===== src/design/flar_pkg.sv =====
package flar_pkg;

   // CORDIC datapath
   localparam int CORDIC_STEPS = 20;
   localparam int NORM_STAGES  = 6;
   localparam int NORM_TOP     = 48;          // normalised value lands in [2^48, 2^49)
   localparam int XW           = 52;          // CORDIC x/y width, signed
   localparam int ACC_W        = 25;          // angle accumulator, 1/65536 degree, signed
   localparam int ANG_W        = 16;
   localparam int ANGLE_MAX    = 46080;
   localparam int ACC_QUARTER  = 90 * 65536;  // credited when the pair is turned by 90 deg
   localparam int ROUND_BITS   = 8;

   // ratio datapath
   localparam int RATIO_BITS   = 16;
   localparam int FRAC_BITS    = 12;
   localparam int SAT_SHIFT    = RATIO_BITS - FRAC_BITS;

   // pipeline depths, counted from the input register
   localparam int ANG_LAT      = 3 + NORM_STAGES + CORDIC_STEPS;
   localparam int RAT_LAT      = 3 + RATIO_BITS;
   localparam int RAT_PAD      = ANG_LAT - RAT_LAT;

   typedef struct packed {
      logic signed [XW-1:0]    x;
      logic signed [XW-1:0]    y;
      logic signed [ACC_W-1:0] acc;
      logic                    degen;
   } cordic_type;

   typedef struct packed {
      logic [ANG_W-1:0] angle;
      logic             degen;
   } angle_res_type;

   typedef struct packed {
      logic [RATIO_BITS-1:0] ratio;
      logic                  coincide;
   } ratio_res_type;

   // arctan(2^-i) in 1/65536 degree
   function automatic logic signed [ACC_W-1:0] atan_val(input int idx);
      logic signed [ACC_W-1:0] v;
      case (idx)
         0:  v = ACC_W'(2949120);
         1:  v = ACC_W'(1740967);
         2:  v = ACC_W'(919879);
         3:  v = ACC_W'(466945);
         4:  v = ACC_W'(234379);
         5:  v = ACC_W'(117304);
         6:  v = ACC_W'(58666);
         7:  v = ACC_W'(29335);
         8:  v = ACC_W'(14668);
         9:  v = ACC_W'(7334);
         10: v = ACC_W'(3667);
         11: v = ACC_W'(1833);
         12: v = ACC_W'(917);
         13: v = ACC_W'(458);
         14: v = ACC_W'(229);
         15: v = ACC_W'(115);
         16: v = ACC_W'(57);
         17: v = ACC_W'(29);
         18: v = ACC_W'(14);
         19: v = ACC_W'(7);
         default: v = '0;
      endcase
      return v;
   endfunction

endpackage


===== src/design/flar_div_cell.sv =====
module flar_div_cell #(
   parameter int RW  = 49,
   parameter int DW  = 33,
   parameter int BIT = 0
) (
   input  logic                                  clock,
   input  logic                                  ce,
   input  logic [RW-1:0]                         rem_in,
   input  logic [DW-1:0]                         den_in,
   input  logic [flar_pkg::RATIO_BITS-1:0]       q_in,
   output logic [RW-1:0]                         rem_out,
   output logic [DW-1:0]                         den_out,
   output logic [flar_pkg::RATIO_BITS-1:0]       q_out
);
   import flar_pkg::*;

   logic [RW-1:0]         rem_ff, rem_in_nx;
   logic [DW-1:0]         den_ff;
   logic [RATIO_BITS-1:0] q_ff, q_in_nx;
   logic [RW-1:0]         trial;

   // restoring step: one quotient bit
   always_comb begin
      trial     = RW'(den_in) << BIT;
      rem_in_nx = rem_in;
      q_in_nx   = q_in;
      if (rem_in >= trial) begin
         rem_in_nx    = rem_in - trial;
         q_in_nx[BIT] = 1'b1;
      end
   end

   always_ff @(posedge clock) begin
      if (ce) begin
         rem_ff <= rem_in_nx;
         den_ff <= den_in;
         q_ff   <= q_in_nx;
      end
   end

   assign rem_out = rem_ff;
   assign den_out = den_ff;
   assign q_out   = q_ff;

endmodule


===== config.mk =====
export PLATFORM = sky130hd
export DESIGN_NAME = flar_div_cell
export DESIGN_NICKNAME = d
export VERILOG_FILES = /design/src/design/flar_pkg.sv /design/src/design/flar_div_cell.sv
export SDC_FILE = /design/constraint.sdc
export NUM_CORES = 1
export LEC_CHECK = 0
export ABC_AREA = 1
export BUFFER_PORTS_ARGS = -buffer_cell sky130_fd_sc_hd__buf_2
export CAP_MARGIN = 20
export CELL_PAD_IN_SITES_DETAIL_PLACEMENT = 1
export CELL_PAD_IN_SITES_GLOBAL_PLACEMENT = 1
export CORE_MARGIN = 4
export CORE_UTILIZATION = 38
export DETAILED_ROUTE_END_ITERATION = 6
export PLACE_DENSITY = 0.8
export SYNTH_ARGS = -nofsm -noshare
export SYNTH_HDL_FRONTEND = slang
export SYNTH_SLANG_ARGS = --single-unit

===== constraint.sdc =====
create_clock -name clock -period 3 [get_ports clock]
set_clock_uncertainty 0.1 [all_clocks]
set_input_delay 0.75 -clock clock [delete_from_list [all_inputs] [get_ports clock]]
set_output_delay 0.75 -clock clock [all_outputs]
set_load 0.01 [all_outputs]

==> flow_summary_export.csv <==
group,metric,value,unit
finish,drive_above_1_share,26.9,%
power,ir_drop,275,µV
placement,dpl.hpwl,22900,µm
finish,syn2layout_area_growth,28.7,%
sta,rsz0062_at_grt,"no",
sta,finalHoldViolCount,0,
power,power.net_switching,1.40,mW
global_routing,first_global_vias,7999,
synthesis,synth.distinct_cells,30,
power,leakage,5.08,nW
finish,finalNetCount,1474,
synthesis,yosys.area.top_type,"edfxtp_1",
sta,fin_ws,0.233,ns
synthesis,synth_edf_count,98,
drt,viasPerCell,4.75,
cts,tritoncts,"yes",
synthesis,async_reset_ff_share,0,%
floorplanning,chipWidth,148,µm
critical_path,end_kind,"register",
min_path,min_to,"q_out[14]",
power,combPwrFrac,29.3,%
run_status,outcome,"completed",
sta,slew_headroom,71.8,%
synthesis,syn-instance-count,1067,
cts,cts_setup_buffers,0,
sta,fmax,361,MHz
cts,clkSlewWorstSetupHoldPaths,0.08,ns
placement,routabilityCongestion,0.942,
synthesis,synth_common_cells,"nand2_1 (414), inv_1 (219), edfxtp_1 (98)",
sta,final.min_clock_period,2.77,ns
synthesis,yosysMostFrequentCell,"nand2_1",
synthesis,synth_nets,1201,
finish,final_cell_area,0.00964,mm²
floorplanning,core_area,0.0194,mm²
floorplanning,io_pins,198,
drt,dr.pass1.iters,4,
critical_path,path_class,"in2reg",
sta,setup_violations,0,
placement,dp.cells,1594,
synthesis,synth.cell_area,0.00749,mm²
finish,layoutNonFillerInstCount,1611,
power,pwr-share-seq,40.4,%
synthesis,yosys-top-cells-area,"edfxtp_1 (39%), nand2_1 (21%), inv_1 (11%), ha_1 (5.5%), nor2_1 (3.9%)",
power,p_per_area,441,mW/mm²
sta,fin_crit_sh,92.2,%
critical_path,arrival,2.79,ns
critical_path,cp_max_fo,4,
power,switching_share,33.0,%
finish,final_util,49.7,%
drt,drc,0,
cts,cts.htree.levels,3,
cts,numCtsBuffers,9,
finish,fill_cells,2646,
floorplanning,die-area,0.0220,mm²
global_routing,overflow,0,
floorplanning,die_y,148,µm
critical_path,worstSetupStartpointType,"input pin",
sta,setup_tns,0,ns
synthesis,avgSynthCellArea,7.02,µm²
placement,place_area,0.00932,mm²
cts,root_buffer,"clkbuf_16",
power,p_total,4.25,mW
synthesis,ys_ff_latch,98,
min_path,worstHoldStart,"q_in[14]",
cts,cts.path.max_buffers,2,
global_routing,antenna_found_initial,0,
power,p_int,2.85,mW
flow_run,cap_violations,0,
critical_path,worst-endpoint-required,3.03,ns
min_path,hold_class,"in2reg",
sta,fin_hold_ws,0.454,ns
sta,slew_viol_final,0,
synthesis,ys.flop_type,"edfxtp_1",
global_routing,track_usage,24.8,%
drt,ant_nets,0,
cts,cts_sinks,98,
drt,routed_wl,27300,µm
drt,post_drt_wl_per_cell,16.9,µm
floorplanning,initial_core_util,38.6,%
placement,io_buffer_count,197,
power,p_clk_share,30.3,%
drt,drt_iter0_markers,349,
synthesis,synth-seq-area-share,39.3,%
min_path,hold_path_depth,1,
global_routing,grt_pass1_wl,42800,µm
floorplanning,rows,51,
drt,vias,7648,
placement,pre_cts_slack,-0.187,ns
synthesis,yosys_warnings,0,
sta,tightest_slew,0.422,ns
global_routing,grt_max_degree,49,
synthesis,synth_top_area_share,39.3,%
==> cells in the final DEF, fill, tap and decap left out <==
| master | instances |
|---|---|
| fa_1 | 1 |
| clkinv_1 | 2 |
| bufinv_16 | 1 |
| diode_2 | 1 |
| and2_1 | 6 |
| inv_8 | 2 |
| buf_2 | 196 |
| inv_6 | 2 |
| nand2_1 | 413 |
| nor2_2 | 13 |
| inv_1 | 219 |
| clkinv_4 | 1 |
| nand2_2 | 19 |
| ha_1 | 33 |
| inv_2 | 7 |
| nor2_4 | 1 |
| a21oi_1 | 21 |
| xor2_1 | 4 |
| nor3_2 | 1 |
| buf_4 | 71 |
| clkinv_8 | 1 |
| a21oi_2 | 13 |
| nor3_1 | 7 |
| nand4_1 | 17 |
| edfxtp_1 | 98 |
| nand2_4 | 1 |
| o21ai_2 | 16 |
| o21bai_1 | 1 |
| clkbuf_16 | 9 |
| o21ai_0 | 2 |
| nand3b_1 | 7 |
| buf_12 | 3 |
| nand3_1 | 53 |
| nor2_1 | 78 |
| xnor2_1 | 16 |
| nand3_2 | 1 |
| o21ai_1 | 5 |
| or2_2 | 4 |
==> critical path, cell delays in order <==
cell     delay (ns)
buf_2          0.09
inv_1          0.04
ha_1           0.22
fa_1           0.40
inv_1          0.18
nand2_1        0.08
nand2_1        0.08
nand3_1        0.10
nand2_1        0.19
nand2_1        0.11
nand2_2        0.15
nand2_1        0.09
nand3_1        0.07
nand2_1        0.05
nand3_1        0.12
nand2_1        0.07
==> metal layers <==
| metal | vias up | wire [µm] | GRT usage (%) |
|---|---|---|---|
| met2 | 196 | 13100 | 42.5 |
| li1 | 3823 | - | - |
| met5 | - | 0 | 0 |
| met4 | 0 | 473 | 6.24 |
| met3 | 29 | 1420 | 4.54 |
| met1 | 3600 | 12200 | 32.7 |
==> how the worst max path moves through the flow <==
stage / from / endpoint / slack, ns / cells after the start
floorplan: den_in[16] / rem_out[10] / 0.38 / 15
global placement: rem_in[0] / rem_out[32] / -0.15 / 16
detailed placement: rem_in[0] / rem_out[32] / -0.19 / 16
CTS: rem_in[0] / rem_out[32] / 0.21 / 16
global route: rem_in[0] / rem_out[32] / 0.02 / 16
finish: rem_in[0] / rem_out[32] / 0.23 / 16
==> logic make-up (layout without fill, tap and decap cells) <==
kind of cell / count (synthesis) / after routing / share of synthesized area (%)
xor+xnor: 20 / 20 / 2.34
simple gates: 621 / 621 / 34.8
other cells: 0 / 1 / 0
compound gates: 58 / 58 / 5.36
buf+inv: 236 / 514 / 12.5
fa+ha+maj: 34 / 34 / 5.78
flops: 98 / 98 / 39.3
==> power groups by stage <==
| stage | Combinational [mW] | Sequential, mW | Clock [mW] |
|---|---|---|---|
| 2_1_floorplan | 0.579 | 1.84 | 0 |
| 3_3_place_gp | 1.21 | 1.74 | 0 |
| 3_5_place_dp | 1.24 | 1.75 | 0 |
| 4_1_cts | 1.25 | 1.72 | 1.32 |
| 5_1_grt | 1.38 | 1.73 | 1.37 |
| 6_report | 1.24 | 1.72 | 1.29 |
==> what timing repair did <==
item / CTS / global route
setup endpoints to repair: 0 / 1
resized for setup: 0 / 1
hold buffers: 0 / 0
==> area by class of cell <==
| cell class | instances | area (µm²) | share of cell area (%) |
|---|---|---|---|
| Clock inverter | 7 | 95.1 | 0.986 |
| Tap cell | 265 | 332 | 3.44 |
| Antenna cell | 1 | 2.50 | 0.0259 |
| Multi-Input combinational cell | 733 | 3620 | 37.5 |
| Sequential cell | 98 | 2940 | 30.5 |
| Clock buffer | 9 | 225 | 2.34 |
| Inverter | 228 | 856 | 8.87 |
| Timing Repair Buffer | 270 | 1570 | 16.3 |
==> state kept, by name, indices dropped and copies added, names as in the netlist <==
register,cells
rem_out,49
q_out,16
den_out,33
No activity file was read; power rests on OpenSTA's default activity.
